--- src/hw/rtl/lzwc_pkg.sv ---
`default_nettype none
// ---------------------------------------------------------------------------
// lzwc_pkg: shared types and constants of the LZW byte compressor
// Item layouts, hash slot layout and the controller/datapath command and
// status groups.
// ---------------------------------------------------------------------------
package lzwc_pkg;

	localparam int unsigned CODE_BITS       = 16;
	localparam int unsigned FIRST_FREE_CODE = 256;
	localparam logic [7:0]  BYTE_FLIP       = 8'h80;
	localparam int unsigned EPOCH_W         = 8;
	localparam logic [EPOCH_W-1:0] EPOCH_CLEAR = '0;
	localparam logic [EPOCH_W-1:0] EPOCH_FIRST = EPOCH_W'(1);

	typedef struct packed {
		logic [7:0] data_byte;
		logic       end_of_stream;
	} in_item_t;

	typedef struct packed {
		logic [CODE_BITS-1:0] code;
		logic                 last_code;
	} out_item_t;

	// one hash slot: stream tag, key (prefix, byte) and the code it maps to
	typedef struct packed {
		logic [EPOCH_W-1:0]   tag;
		logic [CODE_BITS-1:0] prefix;
		logic [7:0]           data_byte;
		logic [CODE_BITS-1:0] code;
	} slot_t;

	typedef struct packed {
		logic accept;      // item taken this cycle
		logic probe_next;  // step to the next slot
		logic take_hit;    // prefix <= matched code
		logic miss;        // emit prefix, learn pair, restart from own code
		logic push_last;   // emit final code of stream
		logic end_stream;  // forget learned entries
		logic clear_step;  // clear one slot
	} cmd_t;

	typedef struct packed {
		logic prefix_valid;
		logic in_eos;
		logic eos_q;
		logic slot_hit;
		logic slot_empty;
		logic clear_last;
		logic epoch_wrap;
	} status_t;

endpackage
`default_nettype wire

--- src/hw/rtl/lzwc_ctrl.sv ---
`default_nettype none
// ---------------------------------------------------------------------------
// lzwc_ctrl: sequencing of accept, probe, emit, flush and clear
// ---------------------------------------------------------------------------
module lzwc_ctrl (
	input  wire logic              clk,
	input  wire logic              arst_n,
	input  wire logic              in_valid,
	output logic                   in_ready,
	input  wire logic              q_full,
	input  wire lzwc_pkg::status_t status,
	output lzwc_pkg::cmd_t         cmd
);
	import lzwc_pkg::*;

	typedef enum logic [2:0] {
		ST_CLEAR,
		ST_IDLE,
		ST_WAIT,
		ST_CMP,
		ST_FLUSH
	} state_t;

	state_t state_q;
	logic   ready_q;

	assign in_ready = ready_q;

	always_comb begin
		cmd        = '0;
		cmd.accept = in_valid & ready_q;
		unique case (state_q)
			ST_CLEAR: begin
				cmd.clear_step = 1'b1;
			end
			ST_CMP: begin
				if (status.slot_hit) begin
					cmd.take_hit = 1'b1;
				end else if (status.slot_empty) begin
					cmd.miss = ~q_full;
				end else begin
					cmd.probe_next = 1'b1;
				end
			end
			ST_FLUSH: begin
				cmd.push_last  = ~q_full;
				cmd.end_stream = ~q_full;
			end
			default: begin
			end
		endcase
	end

	always_ff @(posedge clk or negedge arst_n) begin
		if (!arst_n) begin
			state_q <= ST_CLEAR;
			ready_q <= 1'b0;
		end else begin
			unique case (state_q)
				ST_CLEAR: begin
					if (status.clear_last) begin
						state_q <= ST_IDLE;
						ready_q <= 1'b1;
					end
				end
				ST_IDLE: begin
					if (cmd.accept) begin
						if (!status.prefix_valid) begin
							state_q <= status.in_eos ? ST_FLUSH : ST_IDLE;
							ready_q <= ~status.in_eos;
						end else begin
							state_q <= ST_WAIT;
							ready_q <= 1'b0;
						end
					end
				end
				ST_WAIT: begin
					state_q <= ST_CMP;
				end
				ST_CMP: begin
					if (cmd.take_hit || cmd.miss) begin
						state_q <= status.eos_q ? ST_FLUSH : ST_IDLE;
						ready_q <= ~status.eos_q;
					end else if (cmd.probe_next) begin
						state_q <= ST_WAIT;
					end
				end
				ST_FLUSH: begin
					if (cmd.end_stream) begin
						state_q <= status.epoch_wrap ? ST_CLEAR : ST_IDLE;
						ready_q <= ~status.epoch_wrap;
					end
				end
				default: begin
					state_q <= ST_CLEAR;
					ready_q <= 1'b0;
				end
			endcase
		end
	end

	a_ready_idle: assert property (@(posedge clk) disable iff (!arst_n)
		ready_q |-> state_q == ST_IDLE)
		else $error("ready outside idle");
	a_cmp_after_wait: assert property (@(posedge clk) disable iff (!arst_n)
		state_q == ST_CMP |-> $past(state_q) == ST_WAIT || $past(state_q) == ST_CMP)
		else $error("compare without registered read");
	a_one_action: assert property (@(posedge clk) disable iff (!arst_n)
		$onehot0({cmd.take_hit, cmd.miss, cmd.probe_next, cmd.push_last, cmd.clear_step}))
		else $error("conflicting datapath actions");

endmodule
`default_nettype wire

--- config.mk ---
export PLATFORM = sky130hd
export DESIGN_NAME = lzwc_ctrl
export DESIGN_NICKNAME = d
export VERILOG_FILES = /design/src/hw/rtl/lzwc_pkg.sv /design/src/hw/rtl/lzwc_ctrl.sv
export SDC_FILE = /design/constraint.sdc
export NUM_CORES = 1
export LEC_CHECK = 0
export ABC_AREA = 1
export BUFFER_PORTS_ARGS = -buffer_cell sky130_fd_sc_hd__buf_2
export CAP_MARGIN = 20
export CORE_AREA = 2 2 39 41
export CTS_BUF_LIST = sky130_fd_sc_hd__clkbuf_4 sky130_fd_sc_hd__clkbuf_8 sky130_fd_sc_hd__clkbuf_16
export CTS_CLUSTER_SIZE = 25
export DETAILED_ROUTE_END_ITERATION = 10
export DIE_AREA = 0 0 41 43
export PLACE_DENSITY = 0.65
export SETUP_SLACK_MARGIN = 0.02
export SLEW_MARGIN = 20
export SYNTH_ARGS = -nofsm -noshare
export SYNTH_HDL_FRONTEND = slang
export SYNTH_SLANG_ARGS = --single-unit
--- constraint.sdc ---
create_clock -name clk -period 1.01 [get_ports clk]
set_input_delay 0.1515 -clock clk [delete_from_list [all_inputs] [get_ports clk]]
set_output_delay 0.1515 -clock clk [all_outputs]
set_load 0.02 [all_outputs]
After elaboration in Yosys (flattened, before gate mapping)
Index checks and enable logic that the tools add are counted.
Widths: inputs -> output; s select.
{"block": "totals", "ram_bits": 0, "output_inout_bits": 8, "ff_bits": 4, "rom_bits": 0, "wordCells": 45, "n_memories": 0, "input_bits": 11, "latch_bits": 0}
{"block": "op_classes", "n_mux": 24, "n_addsub": 0, "n_reduce_logical": 4, "eq_ne": 9, "bitwise_logic": 6, "multipliers": 0, "n_div": 0, "n_shift": 0, "magnitude_cmp": 0}
{"operator": "$mux 3", "n": 9}
{"operator": "$pmux 3 s5", "n": 1}
{"operator": "$mux 1", "n": 12}
{"operator": "$ne 2x2->1 const B", "n": 4}
{"operator": "$eq 3x2->1 const B", "n": 2}
{"operator": "$not 1->1", "n": 5}
{"operator": "$pmux 1 s5", "n": 1}
{"operator": "$reduce_and 5->1", "n": 1}
{"operator": "$reduce_and 4->1", "n": 1}
{"operator": "$eq 3x1->1 const B", "n": 1}
{"operator": "$eq 3x3->1 const B", "n": 1}
{"operator": "$logic_not 3->1", "n": 1}
{"operator": "$ne 3x3->1 const B", "n": 1}
{"operator": "$mux 2", "n": 1}
{"operator": "$and 1x1->1", "n": 1}
{"operator": "$logic_or 1x1->1", "n": 1}

Depth between registers and ports, before layout
{"block": "logic_depth", "word_depth": 7, "mapped_depth": 8, "depth_no_buf": 8}

Worst setup path before layout
OpenSTA, ideal clock, no wires.
{"block": "synth_timing", "path_type": "register to output", "from": "reg state_q[2]", "to": "out cmd[2] (netlist bit)", "t_required_ps": 859, "arrival_time_ps": 1561, "n_path_buf": 1, "slack_ps": -703, "path_stages_with_launch": 4, "cell_sequence": "dfrtp_1 -> inv_2 -> nor4_1 -> buf_4"}
{"element": "start: declaration", "line_no": "lzwc_ctrl.sv:24", "text": "state_t state_q;"}
{"element": "start signal: assignment", "line_no": "lzwc_ctrl.sv:69", "text": "state_q <= status.in_eos ? ST_FLUSH : ST_IDLE;"}
{"element": "start signal: assignment", "line_no": "lzwc_ctrl.sv:82", "text": "state_q <= status.eos_q ? ST_FLUSH : ST_IDLE;"}
{"element": "start signal: assignment", "line_no": "lzwc_ctrl.sv:90", "text": "state_q <= status.epoch_wrap ? ST_CLEAR : ST_IDLE;"}
{"element": "end: declaration", "line_no": "lzwc_ctrl.sv:12", "text": "output lzwc_pkg::cmd_t cmd"}

Worst setup path after layout
{"block": "layout_timing", "from": "reg state_q[2]", "to": "reg state_q[2]"}
{"block": "layout_between", "elab_chain_len": 5, "elab_cells_between_ends": 15, "cone_classes": "eq/ne (8); mux (4); reduce/logical (3)"}
{"element": "$eq 3x2->1", "line_no": "lzwc_ctrl.sv:32, lzwc_ctrl.sv:59"}
{"element": "$mux 3", "line_no": "lzwc_ctrl.sv:32", "text": "unique case (state_q)"}
{"element": "$logic_or 1x1->1", "line_no": "lzwc_ctrl.sv:81", "text": "if (cmd.take_hit || cmd.miss) begin"}
{"element": "$mux 3 or $ne 3x3->1 (tied branches)"}
{"element": "$pmux 3 s5 or $reduce_and 4->1 (tied branches)"}
Several ways; a longest one is shown, not always the timed one.
A chain may end at the register's enable or synchronous reset.

==> impl_metrics.json <==
{
  "clkSinkCount": 4,
  "post-dp-hpwl_um": 902,
  "clk_latency_ns": 0.24,
  "cts_max_level": 1,
  "ys_warn_count": 0,
  "violations": "negative setup slack",
  "syn_nets": 76,
  "drc_errors": 0,
  "finalPower_w": 0.00203,
  "grt_first_pass_wirelength_mm": 1.89,
  "finalNonFillerCells": 119,
  "coreArea_um2": 1380,
  "status": "finished with violations",
  "final_common_cell": "nand2_1",
  "dieArea_um2": 1760,
  "layout_common_cells": "nand2_1, buf_4, buf_2",
  "relSlewSlack": 0.833,
  "routedWlPerCell_um": 10.8,
  "die_h_um": 43,
  "period_share": 1.34,
  "rsz0062_at_grt": "true",
  "drt-total-wl_mm": 1.29,
  "placement.io_buffers": 18,
  "slowest_stage": "dfrtp_2",
  "hold_viol": 0,
  "setup_ws_ns": -0.346,
  "worst_hold_path_type": "input pin to asynchronous set/reset pin",
  "grt_antenna_before_repair": 0,
  "drtAntennaViolNets": 0,
  "cts_buffers": 3,
  "setup_viol": 12,
  "powerDensity_nw_per_um2": 2520,
  "cp.required_ns": 1.13,
  "syn_area_per_cell_um2": 5.97,
  "cts_tree": "yes",
  "cp-start-kind": "flip-flop",
  "synth_area_um2": 388,
  "die_x_um": 41,
  "clkTransAtPathRegs_ns": 0.04,
  "overflow": 0,
  "worst_pin_slew_ns": 0.248,
  "drv_slew": 0,
  "avgViaCountPerCell": 4.61,
  "vias": 548,
  "yosysSeqAreaShare": 0.258,
  "drive_gt1_frac": 0.612,
  "timing.final.crit_period_ns": 1.36,
  "cap_violations": 0,
  "fin_skew_ns": 0.000293,
  "synthToLayoutAreaGrowth_pct": 108,
  "diodes": 0,
  "worstPathCellList": "buf_6, buf_6, nor2_4, nand3_4, nand3_4, nor2_4, nand2_1, nand2_1",
  "first_iter_violations": 8,
  "peakVddDrop_v": 0.000846,
  "grt_usage": 0.159,
  "leakagePower_nw": 0.419,
  "yosys_register_bits": 4,
  "post-place-cells": 108,
  "drt_first_pass_iters": 4,
  "worstPathArrival_ns": 1.48,
  "critPathMaxStageDelay_ns": 0.42,
  "ioPinCount": 19,
  "gp_congestion": 0.814,
  "grt_max_degree": 8,
  "syn_inst": 65,
  "layout.nets": 116,
  "ys_types": 17,
  "cts_buffer_depth": 2,
  "cp_max_fo": 5,
  "timing.fmax_mhz": 737,
  "grt_pass1_vias": 501,
  "cts-root-buf": "clkbuf_4",
  "worstSetupPathType": "flip-flop to flip-flop",
  "num_rows": 14,
  "cp-end-kind": "flip-flop",
  "initial_core_util": 0.280
}
[registers in the layout (all words and copies together) (netlist names)]
signal	count
state_q	3
in_ready	1
[report_power, final]
part	leakage [nW]	internal [W]	total [W]	switching (W)
combinational	0.359	0.000704	0.00149	0.000788
clock	0.0138	0.000133	0.000200	0.0000666
sequential	0.0468	0.000241	0.000343	0.000102
[layer usage]
metal / wire length, µm / track usage
met1: 509 / 0.175
met2: 712 / 0.269
met3: 45 / 0.0314
met4: 21 / 0.0800
met5: 0 / 0
[repair_timing]
item                                   in CTS  in global routing
setup endpoints to repair                  12                 12
hold buffers                                1                  0
pin swaps                                   4                  7
buffers inserted                            6                  1
gates resized for setup                    21                 11
endpoints found under the hold margin       4                  0
[path summary, 6_finish.rpt]
check | startpoint | end | slack [ns] | depth (start not counted)
max reg2reg | state_q[2] | state_q[2] | -0.35 | 8
max | state_q[2] | state_q[2] | -0.35 | 8
min in group clk | status[4] | state_q[2] | 0.25 | 5
max in group asynchronous | arst_n | state_q[1] | 0.63 | 2
min | arst_n | state_q[2] | 0.25 | 2
min reg2reg | in_ready | in_ready | 0.69 | 4
[metrics by stage]
stage	setup slack (ns)	setup TNS, ns	utilization	hold slack [ns]	instance area (µm²)
3_3_place_gp	-0.205	-1.43	0.445	-0.0394	616
4_1_cts	-0.333	-3.01	0.543	0.245	752
3_5_place_dp	-0.233	-1.53	0.445	-0.0386	616
6_report	-0.346	-3.23	0.583	0.250	807
2_1_floorplan	-0.272	-1.85	-	-0.144	438
5_1_grt	-0.386	-3.77	0.583	0.272	807
[cell families (layout without fill, tap and decap cells)]
kind of cell / Yosys count / count (layout) / share of synthesized area
AO/OA/AOI/OAI: 4 / 4 / 0.0677
AND/OR/NAND/NOR: 44 / 44 / 0.539
flip-flops: 4 / 4 / 0.258
buffers and inverters: 13 / 51 / 0.136
[critical path, delay by kind of cell (launching register included)]
family | cells | cell delay [ns]
simple gates | 6 | 0.58
flops | 1 | 0.42
buf+inv | 2 | 0.24
[layout make-up]
cell class / count / area, µm²
Fill cell: 125 / 577
Sequential cell: 4 / 104
Clock buffer: 3 / 22.5
Timing Repair Buffer: 36 / 283
Inverter: 12 / 47.5
Tap cell: 16 / 20.0
Multi-Input combinational cell: 48 / 330
[Yosys cell counts, drive strengths merged]
cell	n	area (µm²)
nand2	19	73.8
inv	12	45.1
nor2	12	52.6
nand3	7	50.1
dfrtp	4	100
nor3	4	20.0
o21ai	2	10.0
a21oi	1	8.76
buf	1	7.51
nand4	1	6.26
nor4	1	6.26
o211ai	1	7.51
(Power assumes the default switching activity.)
