`config.mk`:
```
export PLATFORM = sky130hd
export DESIGN_NAME = lzwc_out_queue
export DESIGN_NICKNAME = d
export VERILOG_FILES = /design/src/hw/rtl/lzwc_pkg.sv /design/src/hw/rtl/lzwc_out_queue.sv
export SDC_FILE = /design/constraint.sdc
export NUM_CORES = 1
export LEC_CHECK = 0
export BUFFER_PORTS_ARGS = -buffer_cell sky130_fd_sc_hd__buf_2
export CAP_MARGIN = 20
export CORE_ASPECT_RATIO = 1.5
export CORE_MARGIN = 4
export CORE_UTILIZATION = 50
export DETAILED_ROUTE_END_ITERATION = 16
export GPL_TIMING_DRIVEN = 0
export PLACE_DENSITY = 0.75
export SYNTH_ARGS = -nofsm -noshare
export SYNTH_HDL_FRONTEND = slang
export SYNTH_SLANG_ARGS = --single-unit
export TNS_END_PERCENT = 20
```
`constraint.sdc`:
```
create_clock -name clk -period 2.68 [get_ports clk]
set_clock_uncertainty 0.1 [all_clocks]
set_input_delay 0.134 -clock clk [delete_from_list [all_inputs] [get_ports clk]]
set_output_delay 0.134 -clock clk [all_outputs]
set_load 0.1 [all_outputs]
```
`src/hw/rtl/lzwc_pkg.sv`:
```
`default_nettype none
// ---------------------------------------------------------------------------
// lzwc_pkg: shared types and constants of the LZW byte compressor
// Item layouts, hash slot layout and the controller/datapath command and
// status groups.
// ---------------------------------------------------------------------------
package lzwc_pkg;

	localparam int unsigned CODE_BITS       = 16;
	localparam int unsigned FIRST_FREE_CODE = 256;
	localparam logic [7:0]  BYTE_FLIP       = 8'h80;
	localparam int unsigned EPOCH_W         = 8;
	localparam logic [EPOCH_W-1:0] EPOCH_CLEAR = '0;
	localparam logic [EPOCH_W-1:0] EPOCH_FIRST = EPOCH_W'(1);

	typedef struct packed {
		logic [7:0] data_byte;
		logic       end_of_stream;
	} in_item_t;

	typedef struct packed {
		logic [CODE_BITS-1:0] code;
		logic                 last_code;
	} out_item_t;

	// one hash slot: stream tag, key (prefix, byte) and the code it maps to
	typedef struct packed {
		logic [EPOCH_W-1:0]   tag;
		logic [CODE_BITS-1:0] prefix;
		logic [7:0]           data_byte;
		logic [CODE_BITS-1:0] code;
	} slot_t;

	typedef struct packed {
		logic accept;      // item taken this cycle
		logic probe_next;  // step to the next slot
		logic take_hit;    // prefix <= matched code
		logic miss;        // emit prefix, learn pair, restart from own code
		logic push_last;   // emit final code of stream
		logic end_stream;  // forget learned entries
		logic clear_step;  // clear one slot
	} cmd_t;

	typedef struct packed {
		logic prefix_valid;
		logic in_eos;
		logic eos_q;
		logic slot_hit;
		logic slot_empty;
		logic clear_last;
		logic epoch_wrap;
	} status_t;

endpackage
`default_nettype wire

```
`src/hw/rtl/lzwc_out_queue.sv`:
```
`default_nettype none
// ---------------------------------------------------------------------------
// lzwc_out_queue: two-entry result queue
// Decouples code emission from the downstream ready.
// ---------------------------------------------------------------------------
module lzwc_out_queue (
	input  wire logic                clk,
	input  wire logic                arst_n,
	input  wire logic                push,
	input  wire lzwc_pkg::out_item_t push_item,
	output logic                     full,
	output logic                     valid,
	input  wire logic                ready,
	output lzwc_pkg::out_item_t      payload
);
	import lzwc_pkg::*;

	out_item_t  ent_q [2];
	logic       wr_ptr_q;
	logic       rd_ptr_q;
	logic [1:0] count_q;
	logic       pop;

	assign full    = (count_q == 2'd2);
	assign valid   = (count_q != 2'd0);
	assign payload = ent_q[rd_ptr_q];
	assign pop     = valid & ready;

	always_ff @(posedge clk) begin
		if (push) begin
			ent_q[wr_ptr_q] <= push_item;
		end
	end

	always_ff @(posedge clk or negedge arst_n) begin
		if (!arst_n) begin
			wr_ptr_q <= 1'b0;
			rd_ptr_q <= 1'b0;
			count_q  <= 2'd0;
		end else begin
			if (push) begin
				wr_ptr_q <= ~wr_ptr_q;
			end
			if (pop) begin
				rd_ptr_q <= ~rd_ptr_q;
			end
			count_q <= count_q + {1'b0, push} - {1'b0, pop};
		end
	end

	a_no_overflow: assert property (@(posedge clk) disable iff (!arst_n)
		push |-> (count_q != 2'd2) || pop)
		else $error("push into full result queue");
	a_count_range: assert property (@(posedge clk) disable iff (!arst_n)
		count_q != 2'd3)
		else $error("result queue count out of range");
	a_pop_order: assert property (@(posedge clk) disable iff (!arst_n)
		pop |=> rd_ptr_q != $past(rd_ptr_q))
		else $error("read pointer did not advance on pop");

endmodule
`default_nettype wire

```
### Word-level counts from Yosys, hierarchy flattened

Memories as Yosys holds them, arrays and structs flattened.
Index checks and enable logic that the tools add are counted.

| cells by class | value |
|---|---|
| equal/unequal tests | 1 |
| reduce and logical (&&, ||, !) cells | 1 |
| multipliers | 0 |
| shift operators | 0 |
| mux-type cells | 2 |
| magnitude comparators | 0 |
| divide/modulo/power cells | 0 |
| bitwise gates (word level) | 3 |
| add/sub/neg operators | 2 |

Operators with widths:

| kind | number |
|---|---|
| $add 2x1->2 | 1 |
| $eq 2x2->1 const B | 1 |
| $mux 1 | 2 |
| $not 1->1 | 2 |
| $reduce_bool 2->1 | 1 |
| $sub 2x1->2 | 1 |
| $and 1x1->1 | 1 |

| word-level totals | value |
|---|---|
| bits in latches | 0 |
| bits in writable memories | 34 |
| input port bits | 21 |
| memory bits (read-only) | 0 |
| bits in registers | 4 |
| memories | 1 |

Memory list:

| memory | words | bits a word | read ports | clocked after memory_dff | wr ports | RTL line | RTL |
|---|---|---|---|---|---|---|---|
| ent_q | 2 | 17 | 1 | 0 | 1 | lzwc_out_queue.sv:18 | `out_item_t ent_q [2];` |

### Logic depth before layout (Yosys ltp)

Gate-level depths: netlist of run 1.

| logic depth | value |
|---|---|
| word-level depth | 3 |
| gate-level depth with buffers | 6 |
| mapped depth without buffers | 6 |

### Least setup slack after synthesis of run 1

Ideal clock, no wire load.

| timing | value |
|---|---|
| path type | register to output |
| start point | register count_q[1] |
| end point | output port full |
| data required time | 2446 ps |
| path slack | 718 ps |
| arrival | 1728 ps |
| buffers on the path | 0 |
| cell stages (with the launch flop) | 2 |
| cells stage by stage | dfrtp_1 > nor2b_1 |

| between the ends | value |
|---|---|
| cells in the longest elaborated chain, start to end | 1 |

RTL lines:

| element | RTL line | RTL |
|---|---|---|
| from (decl) | lzwc_out_queue.sv:21 | `logic [1:0] count_q;` |
| from (signal assigned) | lzwc_out_queue.sv:47 | `count_q <= count_q + {1'b0, push} - {1'b0, pop};` |
| $eq 2x2->1 | lzwc_out_queue.sv:24 | `assign full = (count_q == 2'd2);` |
| to (decl) | lzwc_out_queue.sv:11 | `output logic full,` |

No other way between the ends.

==> results of run 1 <==
==> path summary, 6_finish.rpt <==
path,startpoint,cells after the start,end
worst max-delay path,rd_ptr_q,4,payload[9]
max in group asynchronous,arst_n,2,rd_ptr_q
worst min register to register,wr_ptr_q,1,wr_ptr_q
worst min-delay path,arst_n,2,count_q[1]
worst max register to register,count_q[1],6,count_q[1]
min in group clk,ready,3,rd_ptr_q
==> cell families (layout without fill, tap and decap cells) <==
group	Yosys count	after routing	share of synthesized area, %
flops	38	38	75.9
mux	17	17	15.2
xor+xnor	4	4	2.37
simple gates	4	4	1.69
buf+inv	4	70	2.63
fa+ha+maj	2	2	1.69
compound gates	1	1	0.508
==> cells in the final DEF, fill, tap and decap left out, drive strengths merged <==
master | Yosys | final
o21a | 1 | 1
dfrtp | 4 | 4
xnor2 | 2 | 2
dlygate4sd3 | 0 | 19
ha | 2 | 2
edfxtp | 34 | 34
or2 | 1 | 1
clkinv | 0 | 2
mux2 | 17 | 17
inv | 2 | 2
xor2 | 2 | 2
clkbuf | 0 | 6
and2 | 1 | 1
buf | 2 | 41
nor2b | 2 | 2
==> worst register-to-register path, delay by kind of cell (launching register included) <==
kind	cells	cell delay, ps
fa+ha+maj	2	470
buf+inv	1	40
xor+xnor	2	330
flops	1	420
compound gates	1	210
==> registers in the layout, summed over array words and instances (netlist names) <==
| name | cells |
|---|---|
| wr_ptr_q | 1 |
| count_q | 2 |
| ent_q | 34 |
| rd_ptr_q | 1 |
==> layer usage <==
metal | vias up | wire length, µm | GRT usage (%)
met1 | 386 | 785 | 14.0
met3 | 7 | 158 | 5.61
met4 | 0 | 63 | 8.52
li1 | 391 | - | -
met5 | - | 0 | 0
met2 | 26 | 1350 | 25.8
==> through the flow <==
stage | cells | setup slack, ps
global placement | 146 | 622
detailed placement | 146 | 999
CTS | 173 | 869
global route | 173 | 841
floorplan | 70 | 718
finish | 173 | 890
==> cell type report <==
cell class | instances | area [µm²]
plain buffers | 2 | 31.3
clock buffers | 6 | 72.6
clock inverters | 2 | 8.76
fillers | 182 | 769
inverters | 2 | 7.51
multi-input cells | 28 | 320
flip-flops and latches | 38 | 1120
well taps | 37 | 46.3
repair buffers | 58 | 385
==> impl_summary.md, run 1 <==
Run status
The flow ran to the end, and the final reports show no timing, DRC or antenna violations.

STA
The post-route fraction of the period consumed by the critical path is 66.8%. The count of final max-slew check failures is 0. Setup violations remaining at the end of the flow were counted as 0.

The transition time of the tightest slew-check pin is 846 ps. The final number of hold-violating endpoints came to 0. The setup TNS is 0 ps. Setup repair after global routing left no endpoint under its margin. The smallest clock period supported by the final layout is computed as 1790 ps. Headroom to the max-slew limit came out at 43.3%.

The hold slack is 77.1 ps. Based on the critical path, the design can be clocked at up to 559 MHz.

Finish
The final cell area excluding filler cells is 1990 µm². From synthesis to final layout, the design area changed by 34.9%. The post-layout utilization of the core is 72.1%. The number of antenna diodes in the final layout is 0. The net count of the finished layout is 158. In the final layout, the share of cells above drive strength 1 is 48.5%.

Floorplan
The die is 74.6 µm tall. The die covers 3910 µm². The die is 52.4 µm wide. The total I/O pin count is 40.

Row generation in the floorplan step produced 23 rows. The area of the core is 2760 µm². The initial utilization of the core area, before any placement, comes to 53.5%.

Routing
The detailed router placed 810 vias in this run. The first routing iteration left 26 violations. Once detail routing completed, the nets flagged for antenna violations numbered 0. The total length of routed wires is 2.36 mm.

Dividing the detail-routed wire length by the instance count gives 13.6 µm. Dividing the detail-routed via count by the number of cells gives 4.68. The number of optimization iterations in the first detailed-route pass is 3. For this run, design rule violations remaining after detail routing come to 0.

Synthesis
The primary flip-flop cell chosen by synthesis mapping is edfxtp_1. In this run, synthesis produced a sequential element count of 38. The post-synthesis area per instance is 21.1 µm². The mapped netlist covers 1480 µm².

After synthesis, the most frequently instantiated cells are edfxtp_1, mux2_4, mux2_2, dfrtp_1. For this run, asynchronously set or reset flops after synthesis account for 10.5%. In the post-synthesis netlist, the cell with the most instances is edfxtp_1.

Yosys printed 0 warnings. Of the post-synthesis cell area, the dominant cell type holds 69.1%. Summed over all instances, the cell type with the most area after synthesis is edfxtp_1. The number of flops mapped to enable cells by yosys is 34. The share of synthesized area occupied by flip-flops and latches is 75.9%. The net count of the mapped netlist is 93. Synthesis instantiated 14 different standard cells from the library. Yosys attributes the largest share of cell area to edfxtp_1, mux2_4, dfrtp_1. In the synthesized netlist, the number of instances is 70.

Clocking
Counting the buffers created by CTS gives 5. In this run the deepest clock path goes through 2 buffers. After clock tree synthesis, the repair step resized 0 gates.

In this run the post-CTS setup repair buffer count came out at 0. The clock drives 38 sinks. Clock latency on the worst-skew pair, taken at its later pin, is 280 ps. After clock tree synthesis, the clock-pin slew on the worst setup and hold paths is 70 ps. TritonCTS built the clock tree. The number of hold buffers added after CTS was 19. The cell sitting at the root of the clock tree is a clkbuf_8. The count of H-tree levels built during CTS is 2.

Worst setup path
The slowest stage of the critical path belongs to the cell buf_2. The buffers plus inverters on the worst setup path is 3. Along the worst path, the maximum fanout reaches 10. STA puts the critical path data arrival time at 1560 ps. Traced cell by cell, the critical path runs through buf_6 -> buf_12 -> mux2_4 -> buf_2. The required time at the worst-slack endpoint is 2450 ps. On the worst path, the slowest cell contributes a delay of 410 ps. The critical path is of the flop to output pin type.

The worst setup path is launched from a flop. The category of cells accounting for the largest share of critical-path delay is buffers and inverters. The reg-to-reg setup timing slack is 1020 ps. The worst setup path is captured at an output pin.

GRT
The number of antenna violations at the first check in global routing is 0. For this run the aggregate overflow at the end of global routing stands at 0. The largest net degree at the start of global routing is 18. The first-pass GRT wire length is 3.93 mm.

The number of global-route vias before repair is 896. The combined global-route utilization of all metal layers is 14.6%.

Placement
The instance area after placement is 1720 µm². The congestion estimate from routability-driven global placement came to 0.624. The number of I/O port buffers is 39.

Flow run
The tool flagged a number of max-cap violations equal to 0.

Min path
The min-delay analysis places its worst path in the category primary input to async pin.
Power of run 1 is not shown: default switching activity piles up to over one toggle a cycle in this logic, so the estimate is an artifact.
==> run 2: changes to the inputs <==
==> constraint.sdc (replaced) <==
create_clock -name clk -period 1.7 [get_ports clk]
set_clock_uncertainty 0.1 [all_clocks]
set_input_delay 0.085 -clock clk [delete_from_list [all_inputs] [get_ports clk]]
set_output_delay 0.085 -clock clk [all_outputs]
set_load 0.1 [all_outputs]
==> run 2 against run 1 <==
  * Final area increased by 2.1%
  * Count of clock-buffer cells in the layout up 2
  * Sequential share of layout area decreased by 1.1 points
  * Setup slack worse by 850 ps
  * Die area unchanged
  * Critical path type unchanged
==> impl_summary.md, run 2 (synthesis gave the netlist of run 1 again) <==
Finish
In the final layout, the registers with the most flip-flops are ent_q: 34 flops, count_q: 2 flops. The antenna diode count is 0 (unchanged). From synthesis to final layout, the design area changed by 37.7%. The post-layout utilization of the core is 73.6% (+1.5 points). The fraction of final layout cells with drive strength greater than 1 is 50.0% (+1.5 points). The top cell types in the final layout, fill and taps aside, are edfxtp_1, buf_2, dlygate4sd3_1, mux2_4. The layout net count is 158 (unchanged). The final cell area excluding filler cells is 2030 µm² (+2.1%). The final cell count without fillers is 173 (unchanged). The library cell used most frequently in the layout, excluding fill and tap cells, is edfxtp_1. Counting flops per register, the top entry is ent_q. The number of filler cells placed in the layout came to 181 (-0.55%). The flip-flop count of the largest register after layout is 34 (unchanged).

Floorplan
The width of the die is 52.4 µm (unchanged). The total I/O pin count is 40 (unchanged). The die outline area is 3910 µm² (unchanged). The area of the core is 2760 µm² (unchanged). The vertical die dimension is 74.6 µm (unchanged). The initial standard-cell utilization of the core is 53.5% (unchanged).

The number of rows in the core area is 23 (unchanged).

Worst setup path
The startpoint of the worst setup timing path is rd_ptr_q. The peak per-stage delay on the critical path came to 370 ps (-40 ps). STA classifies the critical path startpoint as a flop.

The capture instance of the worst register-to-register path is count_q[1]. The slowest stage of the critical path belongs to the cell dfrtp_1. The path depth of the worst reg2reg path came to 6 (unchanged). The required time at the worst-slack endpoint is 1510 ps (-940 ps). The critical path in this run is classified as flop to output pin. The maximum fanout along the worst path is 10 (unchanged).

The startpoint of the lowest-slack register-to-register path is count_q[1]. The data arrival at the endpoint of the critical path is 1480 ps (-80 ps). The critical path goes through buf_6 -> buf_12 -> mux2_4 -> buf_4. The worst setup path is captured at an output pin. The reg-to-reg setup timing slack is 50 ps (-970 ps).

Min path
Along the worst hold path, the cell count comes to 3. The path with the worst hold slack has its endpoint at rd_ptr_q. The startpoint of the tightest hold check path is ready. The min-delay analysis places its worst path in the category primary input to flop.

STA
The final number of hold-violating endpoints is 0 (unchanged). The maximum achievable frequency is 602 MHz. Setup repair after global routing could not meet its margin everywhere. The setup violation total in the final timing report was 0 (unchanged). The post-route fraction of the period consumed by the critical path is 97.6%. The worst path needs 1660 ps of the cycle, external delays included. The count of final max-slew check failures was 0 (unchanged). The worst slew margin relative to its limit is 47.7% (+4.4 points). The transition time of the tightest slew-check pin was 785 ps (-61.7 ps).

Flow run
The max capacitance violation total is 0 (unchanged).

Clocking
The clock transition at the registers of the reported paths is 70 ps (about the same). The clock tree from TritonCTS is yes. In this run the clock root is driven by a clkbuf_8.

The maximum number of buffers from clock root to sink is 2 (unchanged). The clock sink count was 38 (unchanged). The clock insertion delay at the later pin of the skew report came to 280 ps (about the same). The count of H-tree levels built during CTS is 2 (unchanged). The number of clock buffers inserted by TritonCTS was 5 (unchanged).

Placement
The instance area after placement is 1720 µm² (+0.15%). The count of placed standard cells including taps is 146 (unchanged). The final weighted congestion of routability-driven global placement came to 0.685 (+9.8%). Summed over all nets, the half-perimeter wirelength after detailed placement is 1.69 mm. The number of I/O port buffers is 39 (unchanged).

GRT
The largest net degree at the start of global routing is 18 (unchanged). The combined global-route utilization of all metal layers is 14.9% (+0.33 points). The first-pass GRT wire length is 4.04 mm (+3.0%). The number of global-route vias before repair is 894 (-0.22%). The number of antenna violations at the first check in global routing was 0 (unchanged). The total grt overflow is 0 (unchanged).

Routing
The total length of routed wires is 2.52 mm (+6.9%). The total number of vias is 811 (+0.12%). The number of optimization iterations in the first detailed-route pass is 4 (+1). The number of vias per cell after detailed routing is 4.69 (+0.12%).

The number of nets still failing antenna checks after routing came to 0 (unchanged). The number of DRC markers in iteration 0 came to 29 (+12%). The routed wire length per instance is 14.5 µm (+6.9%). The total DRC errors in the routed layout is 0 (unchanged).

Run status
The run finished with clean final reports.
run 2: what timing repair did:
item / 4_1_cts / 5_1_grt
buffers inserted: 0 / 0
endpoints found under the hold margin: 40 / 0
pin swaps: 0 / 0
endpoints found under the setup margin: 9 / 19
hold buffers: 19 / 0
gates resized for setup: 9 / 4
run 2: final cells by class:
| type | instances | area (µm²) | area share [%] |
|---|---|---|---|
| Buffer | 2 | 31.3 | 1.54 |
| Clock buffer | 8 | 80.1 | 3.94 |
| Inverter | 2 | 7.51 | 0.369 |
| Multi-Input combinational cell | 28 | 335 | 16.5 |
| Sequential cell | 38 | 1120 | 55.2 |
| Tap cell | 37 | 46.3 | 2.28 |
| Timing Repair Buffer | 58 | 412 | 20.2 |
run 2: stage by stage:
stage,hold slack (ps),TNS (ps),setup WS [ps]
final,42.2,0,40.0
after global placement,-208,-5490,-324
after detailed placement,-203,0,42.5
after floorplan,-311,0,24.6
after global routing,40.0,-8.43,-8.43
after CTS,25.1,0,25.8
run 2: worst max path at each step:
stage | cells past startpoint | slack, ps | end
3_3_place_gp | 1 | -320 | ent_q[0][1]
3_5_place_dp | 6 | 40 | count_q[1]
4_1_cts | 4 | 30 | payload[11]
6_report | 4 | 40 | payload[14]
5_1_grt | 6 | -8 | count_q[1]
2_1_floorplan | 1 | 20 | ent_q[0][0]
run 2: worst max-delay path: cells and delay by family, from the launching register on:
family | cells | cell delay, ps
buf+inv | 3 | 520
flops | 1 | 370
mux | 1 | 290
run 2: routing by layer:
layer / track usage [%] / part of all wire [%]
met1: 15.4 / 37
met2: 26.4 / 56
met3: 4.21 / 4.3
met4: 8.52 / 2.3
met5: 0 / 0
Power of run 2 is left out for the same reason.
==> run 3: changes to the inputs <==
--- a/config.mk
+++ b/config.mk
@@ -12,7 +12,8 @@
 export CORE_UTILIZATION = 50
 export DETAILED_ROUTE_END_ITERATION = 16
 export GPL_TIMING_DRIVEN = 0
-export PLACE_DENSITY = 0.75
+export PLACE_DENSITY_LB_ADDON = 0.25
+export SKIP_CTS_REPAIR_TIMING = 1
 export SYNTH_ARGS = -nofsm -noshare
 export SYNTH_HDL_FRONTEND = slang
 export SYNTH_SLANG_ARGS = --single-unit
==> run 3 against run 2 <==
  * First-iteration DRC count decreased by 45%
  * Utilization increased by 1.1 points
  * Critical path type unchanged
  * Largest cell class unchanged
  * Count of clock-buffer cells in the layout decreased by 3
==> impl_summary.md, run 3 (synthesis gave the netlist of run 1 again) <==
STA
The maximum achievable frequency is 599 MHz (-0.65%). The least setup slack across all paths after layout is 29.2 ps (-10.8 ps). The transition time of the tightest slew-check pin is 882 ps (+97.8 ps). The final number of hold-violating endpoints was 0 (unchanged). The time the worst path needs with I/O delays and setup came to 1670 ps (+10.8 ps). The setup violation total in the final timing report came to 0 (unchanged). The count of final max-slew check failures was 0 (unchanged).

Setup repair after global routing could not meet its margin everywhere. The setup TNS is 0 ps (unchanged). The hold slack is 30.3 ps (-11.8 ps).

The worst slew margin relative to its limit came to 40.9% (-6.8 points). The post-route fraction of the period consumed by the critical path is 98.3% (+0.63 points).

Routing
The routed wire length per instance came to 14.3 µm (-1.6%). The number of optimization iterations in the first detailed-route pass is 4 (unchanged). The total number of vias is 811 (unchanged). The total length of routed wires is 2.48 mm (-1.6%).

The number of nets still failing antenna checks after routing is 0 (unchanged). The total DRC errors in the routed layout was 0 (unchanged). The number of DRC markers in iteration 0 is 16 (-45%). The number of vias per cell after detailed routing is 4.69 (unchanged).

Placement
The final weighted congestion of routability-driven global placement is 0.564 (-18%). The setup slack after placement is 92.4 ps (+49.9 ps). The number of I/O port buffers came to 39 (unchanged).

The instance area after placement is 1720 µm² (unchanged).

Worst setup path
The required time at the worst-slack endpoint was 1510 ps (about the same). The data arrival at the endpoint of the critical path was 1490 ps (about the same). The sort of element at the end of the critical path is an output pin. The startpoint identified for the worst register-to-register timing path is count_q[1]. The type of origin of the critical path is a flop. In this run the worst setup path begins at rd_ptr_q. The maximum fanout along the worst path is 10 (unchanged).

The start-to-end type of the worst setup path is flop to output pin.

Finish
The post-synthesis to final-layout area growth is 39.7%. The flip-flop count of the largest register after layout is 34 (unchanged). In the layout the commonest cells are edfxtp_1, buf_2, dlygate4sd3_1, mux2_4, mux2_2. The most common library cell in the layout ignoring fill and taps is edfxtp_1. The fraction of final layout cells with drive strength greater than 1 was 49.3% (-0.74 points). The final cell area excluding filler cells is 2060 µm² (+1.5%). In the final layout, the registers with the most flip-flops are ent_q: 34 flops, count_q: 2 flops. The register with the most flip-flops in the final layout is ent_q. The antenna diode count was 0 (unchanged).

The layout net count is 159 (+0.63%).

GRT
The number of global-route vias before repair is 767 (-14%). The combined global-route utilization of all metal layers is 13.1% (-1.9 points). The total grt overflow is 0 (unchanged). The first-pass GRT wire length is 3.49 mm (-14%). The number of antenna violations at the first check in global routing came to 0 (unchanged). The largest net degree at the start of global routing came to 18 (unchanged).

Min path
The path type of the worst min-delay path is primary input to async pin.

Clocking
The maximum number of buffers from clock root to sink is 2 (unchanged). The number of clock buffers inserted by TritonCTS came to 5 (unchanged). The count of H-tree levels built during CTS is 2 (unchanged). The library cell used as clock root buffer is clkbuf_8. The clock transition at the registers of the reported paths came to 60 ps (about the same). TritonCTS built the clock tree. The clock sink count came to 38 (unchanged). The clock insertion delay at the later pin of the skew report is 280 ps (about the same).

Floorplan
The total I/O pin count is 40 (unchanged). The vertical die dimension is 74.6 µm (unchanged). The area of the core is 2760 µm² (unchanged).

The die outline area is 3910 µm² (unchanged). The initial standard-cell utilization of the core is 53.5% (unchanged). The number of rows in the core area was 23 (unchanged). The width of the die is 52.4 µm (unchanged).

Run status
The run finished with clean final reports.

Flow run
The max capacitance violation total is 0 (unchanged).
-- run 3: stage by stage --
stage | std cells | util, %
3_3_place_gp | 146 | 62.3
2_1_floorplan | 70 | -
3_5_place_dp | 146 | 62.4
6_report | 173 | 74.7
5_1_grt | 173 | 74.7
4_1_cts | 153 | 66.1
-- run 3: worst paths after layout --
kind	to	slack [ps]	cells after the start
setup reg to reg	count_q[1]	90	6
hold reg to reg	count_q[1]	570	2
max in group asynchronous	count_q[1]	1350	2
setup / recovery	payload[11]	30	4
min in group clk	rd_ptr_q	30	3
hold / removal	rd_ptr_q	30	2
-- run 3: layout make-up --
cell class,count,area [µm²]
tap,37,46.3
buffer,2,31.3
fill,195,698
multi-input combinational,28,323
clock buffer,5,68.8
sequential,38,1120
clock inverter,2,33.8
timing repair buffer,59,433
inverter,2,7.51
-- run 3: per-layer routing --
metal / vias up / global-route usage (%) / share of wire, %
li1: 395 / - / -
met1: 378 / 13.4 / 33
met2: 31 / 20.9 / 58
met3: 7 / 6.41 / 6.5
met4: 0 / 8.52 / 2.4
met5: - / 0 / 0
-- run 3: critical path, cell delays in order (launching register included) --
cell and delay (ps):
dfrtp_1 370, buf_6 150, buf_12 150, mux2_4 290
buf_4 230
Power of run 3 is left out for the same reason.
